### src/rtl/windowed_frame_rate_meter_defines.svh
// Assertion macros used by the windowed frame rate meter top level.
`ifndef WINDOWED_FRAME_RATE_METER_DEFINES_SVH
`define WINDOWED_FRAME_RATE_METER_DEFINES_SVH
`ifndef SYNTH
`define WFRM_ASSERT(label, clk, rst_n, prop) \
  label: assert property (@(posedge clk) disable iff (!rst_n) prop) \
    else $error("windowed_frame_rate_meter: assertion failed");
`define WFRM_ASSERT_NORST(label, clk, prop) \
  label: assert property (@(posedge clk) prop) \
    else $error("windowed_frame_rate_meter: assertion failed");
`else
`define WFRM_ASSERT(label, clk, rst_n, prop)
`define WFRM_ASSERT_NORST(label, clk, prop)
`endif
`endif

### src/rtl/wfrm_pkg.sv
package wfrm_pkg;

  localparam int TICK_W  = 16;
  localparam int SUM_W   = 32;
  localparam int FPS_W   = 24;
  localparam int IDLE_W  = 14;
  localparam int HELD_W  = 11;

  localparam int RING_DEPTH = 1024;

  localparam int DIV_W   = 48;
  localparam int DEN_W   = SUM_W + 1;
  localparam int DIV_CW  = $clog2(DIV_W);

  localparam int CFG_AW  = 3;
  localparam int CFG_DW  = 32;
  localparam logic [0:0] REG_WINDOW = 1'b0;
  localparam logic [TICK_W-1:0] WINDOW_RESET = 16'd1000;

  // Scales are doubled so that rounding half up becomes (2n + d) / 2d.
  localparam logic [17:0] FPS_SCALE2  = 18'd200000;
  localparam logic [14:0] IDLE_SCALE2 = 15'd20000;
  localparam logic [FPS_W-1:0]  FPS_MAX  = 24'hFFFFFF;
  localparam logic [IDLE_W-1:0] IDLE_MAX = 14'd10000;

  typedef enum logic [3:0] {
    ST_IDLE,
    ST_FULL,
    ST_APPEND,
    ST_EVICT,
    ST_EVICT_WAIT,
    ST_FPS,
    ST_FPS_WAIT,
    ST_PCT,
    ST_PCT_WAIT,
    ST_OUT
  } state_t;

  typedef struct packed {
    logic busy;
    logic done;
  } div_status_t;

endpackage

### src/rtl/wfrm_div.sv
module wfrm_div (
  input  logic                        clk,
  input  logic                        rst_n,
  input  logic                        start,
  input  logic [wfrm_pkg::DIV_W-1:0]  num,
  input  logic [wfrm_pkg::DEN_W-1:0]  den,
  output wfrm_pkg::div_status_t       status,
  output logic [wfrm_pkg::DIV_W-1:0]  quot
);
  import wfrm_pkg::*;

  logic [DIV_W-1:0]  num_r, num_nxt;
  logic [DEN_W-1:0]  den_r, den_nxt;
  logic [DEN_W-1:0]  rem_r, rem_nxt;
  logic [DIV_CW-1:0] cnt_r, cnt_nxt;
  logic              busy_r, busy_nxt;
  logic              done_r, done_nxt;
  logic [DEN_W:0]    trial;
  logic [DEN_W:0]    diff;
  logic              ge;

  always_comb begin
    trial    = {rem_r, num_r[DIV_W-1]};
    diff     = trial - {1'b0, den_r};
    ge       = (trial >= {1'b0, den_r});
    num_nxt  = num_r;
    den_nxt  = den_r;
    rem_nxt  = rem_r;
    cnt_nxt  = cnt_r;
    busy_nxt = busy_r;
    done_nxt = 1'b0;
    if (start) begin
      num_nxt  = num;
      den_nxt  = den;
      rem_nxt  = '0;
      cnt_nxt  = '0;
      busy_nxt = 1'b1;
    end else if (busy_r) begin
      num_nxt = {num_r[DIV_W-2:0], ge};
      rem_nxt = ge ? diff[DEN_W-1:0] : trial[DEN_W-1:0];
      cnt_nxt = cnt_r + 1'b1;
      if (cnt_r == DIV_CW'(DIV_W - 1)) begin
        busy_nxt = 1'b0;
        done_nxt = 1'b1;
      end
    end
  end

  always_ff @(posedge clk) begin
    if (!rst_n) begin
      busy_r <= 1'b0;
      done_r <= 1'b0;
      cnt_r  <= '0;
    end else begin
      busy_r <= busy_nxt;
      done_r <= done_nxt;
      cnt_r  <= cnt_nxt;
    end
  end

  always_ff @(posedge clk) begin
    num_r <= num_nxt;
    den_r <= den_nxt;
    rem_r <= rem_nxt;
  end

  assign status.busy = busy_r;
  assign status.done = done_r;
  assign quot        = num_r;

endmodule

### config.mk
export PLATFORM = sky130hd
export DESIGN_NAME = wfrm_div
export DESIGN_NICKNAME = d
export VERILOG_FILES = /design/src/rtl/windowed_frame_rate_meter_defines.svh /design/src/rtl/wfrm_pkg.sv /design/src/rtl/wfrm_div.sv
export SDC_FILE = /design/constraint.sdc
export NUM_CORES = 1
export LEC_CHECK = 0
export ABC_AREA = 1
export BUFFER_PORTS_ARGS = -buffer_cell sky130_fd_sc_hd__buf_4
export CORE_MARGIN = 2
export CORE_UTILIZATION = 25
export CTS_CLUSTER_DIAMETER = 40
export DETAILED_ROUTE_END_ITERATION = 10
export PLACE_DENSITY = 0.49
export SLEW_MARGIN = 15
export SYNTH_ARGS = -nofsm -noshare
export SYNTH_HDL_FRONTEND = slang
export SYNTH_SLANG_ARGS = --single-unit
### constraint.sdc
create_clock -name clk -period 5.4 [get_ports clk]
set_input_delay 0.27 -clock clk [delete_from_list [all_inputs] [get_ports clk]]
set_output_delay 0.27 -clock clk [all_outputs]
set_load 0.005 [all_outputs]
[Word-level counts from Yosys, hierarchy flattened]
Index checks and enable logic that the tools add are counted.
Cells by class
  $add $sub $neg: 2
  order comparisons: 1
  eq/ne operators: 1
  muxes and demuxes: 7
  bitwise logic cells: 2
  reductions and logical operators: 3
Operator list (number)
  48-bit 2-to-1 mux: 2
  34-bit by 33-bit greater-or-equal comparator with 1-bit output: 1
  33-bit 2-to-1 mux: 1
  33-bit subtractor: 1
  6-bit by 1-bit adder with 6-bit output (second input constant): 1
  6-bit equality test (second input constant): 1
  1-bit 2-to-1 mux: 4
  3-bit OR reduction: 1
  1-bit NOT: 2
  2-bit nonzero test: 1
  2-bit OR reduction: 1
Storage, ports and cells
  register bits: 122
  bits of input ports: 84
  output and inout bits: 50
  word-level logic and storage cells: 22

[Depth between registers and ports, before layout]
  depth after elaboration: 4
  gate-level depth with buffers: 17
  mapped depth without buffers: 17

[Worst setup path after synthesis]
Ideal clock, no wire load.
  path kind: reg2reg
  start point: reg num_r[47], in the netlist quot[47]
  end point: reg num_r[0], in the netlist quot[0] (data pin)
  library setup time: 268 ps
  arrival time: 1802 ps
  data required time: 5132 ps
  setup slack: 3329 ps
  cell stages (with the launch flop): 12
  path buffers: 1
  clock period less this slack: 2071 ps
  path through: edfxtp_1 -> inv_1 -> ha_1 -> inv_1 -> fa_1 -> nand3_1 -> nand3_2 -> nand2_2 -> nand2_2 -> nand2_4 -> buf_2 -> a31oi_1
Between the ends
  longest elaborated chain between the ends: 3
Ends and longest elaborated chain
  start: declaration: RTL line wfrm_div.sv:12  | logic [DIV_W-1:0] num_r, num_nxt;
  start signal: assignment: RTL line wfrm_div.sv:62  | num_r <= num_nxt;
  34-bit by 33-bit greater-or-equal comparator with 1-bit output: RTL line wfrm_div.sv:25  | ge = (trial >= {1'b0, den_r});
  48-bit 2-to-1 mux: RTL line wfrm_div.sv:38  | end else if (busy_r) begin
  48-bit 2-to-1 mux: RTL line wfrm_div.sv:32  | if (start) begin
  net num_nxt[0]: RTL line wfrm_div.sv:12
The timed path passes the listed nets, and every way through them passes these cells. The select of a mux whose other input is x is not followed.
A chain may end at the register's enable or synchronous reset.

[Final worst setup path]
  start point: reg den_r[24]
  end point: reg rem_r[18]
Between the ends
  longest elaborated chain between the ends: 2
Ends and longest elaborated chain
  start: declaration: RTL line wfrm_div.sv:13  | logic [DEN_W-1:0] den_r, den_nxt;
  start signal: assignment: RTL line wfrm_div.sv:63  | den_r <= den_nxt;
  34-bit by 33-bit greater-or-equal comparator with 1-bit output: RTL line wfrm_div.sv:25
  33-bit 2-to-1 mux: RTL line wfrm_div.sv:40  | rem_nxt = ge ? diff[DEN_W-1:0] : trial[DEN_W-1:0];
  end signal: assignment: RTL line wfrm_div.sv:64  | rem_r <= rem_nxt;
  end: declaration: RTL line wfrm_div.sv:14  | logic [DEN_W-1:0] rem_r, rem_nxt;
No other way between the ends.

==> results.ini <==
[outcome]
result_of_the_run = finished clean

[floorplan]
die_area_mm2 = 0.0321
initial_utilization_pct = 25.2
top_level_ports = 134
num_rows = 64
die_height_um = 179
die-width_um = 179
core_region_area_mm2 = 0.0304

[clock_network]
clk_path_buf_depth = 2
cts.reportedPaths.clkPinSlew_ns = 0.06
cts_root_buffer = clkbuf_16
tritoncts.num_buffers = 17
hold_buffers = 11
postCtsSetupRepairBufs = 0
cts_sinks = 122
insertion_delay_ns = 0.43
cts_tree = done
cts.repair.resized = 0
cts.htree.levels = 4

[run]
cap_violations = 0

[synth]
synth_simple_gate_area_share_pct = 35.4
synthMuxAreaShare_pct = 0
synthesis.nets = 1210
postSynthCellCount = 1091
synth_adder_area_share_pct = 5.80
synth_cell_types = 34
dominant_combinational_cell_family_by_area_after_synthesis = simple AND/OR/NAND/NOR gates
synth.yosys.seq_area_share_pct = 42.4
netlist_top_cells_area = edfxtp_1 (32%), nand2_1 (23%), dfxtp_1 (11%)
synth.avg_cell_area_um2 = 7.04
synth_xor_xnor_area_share_pct = 1.71
ys_seq_elements = 122
library_cell_occupying_the_most_area_in_the_post_synthesis_netlist = edfxtp_1
yosys_warnings = 0
synthesis.area_mm2 = 0.00768
yosysTopAreaCellShare_pct = 31.7
synth-compound-area-share_pct = 3.27

[sta]
fmax_mhz = 344
worst-slew-pin-transition_ns = 0.759
postLayoutSetupSlackWorst_ns = 2.49
period_share_pct = 53.8
finalClockSkew_ns = 0.0108
layout_min_cycle_time_ns = 2.91
final_tns_setup_ns = 0
finalMaxSlewViolations = 0
timing.slew.headroom_pct = 49.4
report.final.hold_viol_count = 0
fin_worst_hold_slack_ns = 0.0206
timing.final.setup_violations = 0
grt_setup_unrepaired = false

[critical_path]
required_ns = 5.75
maximum_fanout_encountered_on_the_critical_timing_path = 32
startpoint = den_r[24]
worst-endpoint-arrival_ns = 3.26
timing.critical_path.max_delay_family = simple AND/OR/NAND/NOR gates
crit_slowest_cell = nor2_4
crit_path_end_kind = flip-flop
critical_path.n_buffers_inverters = 4
timing_worst_setup_path_type = reg2reg
crit_path_frequent_cell = nand2_1
worst_flop_to_flop_path_startpoint = den_r[24]
worstSetupStartpointType = flip-flop
cell_chain_critical_path = inv_1 -> ha_1 -> nand2_2 -> inv_1 -> nand2_1 -> nand2_1 -> inv_1 -> nand2_1 -> nand2_1 -> nand3_2 -> nor2_4 -> buf_4 -> nand2_4 -> nand2_1 -> nand3_1 -> o21ai_1
crit_path_max_incr_delay_ns = 0.50

[route]
vias_per_cell = 4.20
drt_pass1_iterations = 5
route.vias.total = 6886
detail_route.drc_violations = 0
detail-route-antenna-nets = 0
detail_route.iter0.violations = 392
routedWlPerCell_um = 13.9
drt_total_wl_um = 22800

[global_route]
grt_usage_pct = 14.8
via_count_of_the_first_global_routing_pass = 6897
grt_overflow_total = 0
grt_start_max_net_pins = 61
grt_first_pass_wirelength_um = 36500
grt_antenna_before_repair = 0

[placed_design]
gp_routability_congestion = 0.851
numPortBuffers = 133
dpl_worst_slack_ns = 2.47
dp_hpwl_um = 16700

[worst_hold_path]
worst_hold_startpoint = den[10]
holdCritPathClass = in2reg

[power]
vdd_ir_drop_max_mv = 0.127
power_density_mw_per_mm2 = 271
total_power_after_layout_uw = 2650
p_leak_uw = 0.00507

[layout]
mostFrequentLayoutCell = nand2_1
design.final.nets = 1351
layout-area-overhead-vs-synth_pct = 27.4
post_route_cells_drive_above_1_share_pct = 15.2
commonest_cells_after_routing_fill_and_taps_aside = nand2_1 (475), inv_1 (189), buf_4 (139), edfxtp_1 (81), nand3_1 (75)
antenna-diode-count = 0
final_util_pct = 32.1
filler_cell_count = 3340

## path summary, 6_finish.rpt
path,endpoint,slack (ns),cells after the start
hold / removal,den_r[10],0.02,1
setup reg to reg,rem_r[18],2.49,16
hold reg to reg,rem_r[27],0.47,2
setup / recovery,rem_r[18],2.49,16
## report_power, final
group | switching [uW] | total, uW | internal [uW] | leakage, uW
Clock | 482 | 1220 | 734 | 0.000295
Combinational | 181 | 329 | 148 | 0.00363
Sequential | 31.8 | 1100 | 1070 | 0.00115
## cell families (layout without fill, tap and decap cells)
logic type	count (synthesis)	count (layout)
adder cells (fa/ha/maj)	35	35
buffers and inverters	219	373
XOR/XNOR	15	15
AO/OA/AOI/OAI	49	49
AND/OR/NAND/NOR	651	651
flip-flops	122	122
## area by class of cell
class | instances | area [um^2] | share of cell area, %
flip-flops and latches | 122 | 3250 | 33.3
clock buffers | 17 | 425 | 4.35
inverters | 191 | 717 | 7.33
repair buffers | 150 | 1150 | 11.8
multi-input cells | 750 | 3550 | 36.3
clock inverters | 15 | 184 | 1.88
well taps | 396 | 495 | 5.07
## through the flow
step / std cells / area, um^2
6_report: 1641 / 9780
5_1_grt: 1641 / 9780
4_1_cts: 1641 / 9780
3_5_place_dp: 1598 / 9060
3_3_place_gp: 1598 / 9060
2_1_floorplan: 1091 / 7680
## cells in the mapped netlist (all sizes together)
master and n:
nor3 9, or2 2, ha 34, clkbuf 11
inv 191, and2 6, nor2 51, nand3 77
dfxtp 41, xor2 2, a21oi 25, o211ai 1
nand3b 21, a31oi 1, nand2 481, o21bai 1
buf 17, edfxtp 81, nor3b 1, o21ai 21
xnor2 13, nand4 3, fa 1
## routing by layer
layer / up-vias / GRT usage, % / part of all wire (%)
met2: 193 / 23.1 / 43
met1: 3024 / 19.5 / 48
li1: 3652 / - / -
met4: 0 / 4.37 / 1.4
met5: - / 0 / 0
met3: 17 / 4.86 / 7.7
## state kept, by name, indices dropped and copies added (netlist names)
signal and cells:
done_r 1, rem_r 33, quot 48, den_r 33, busy_r 1, cnt_r 6
No activity file was read; power rests on OpenSTA's default activity.
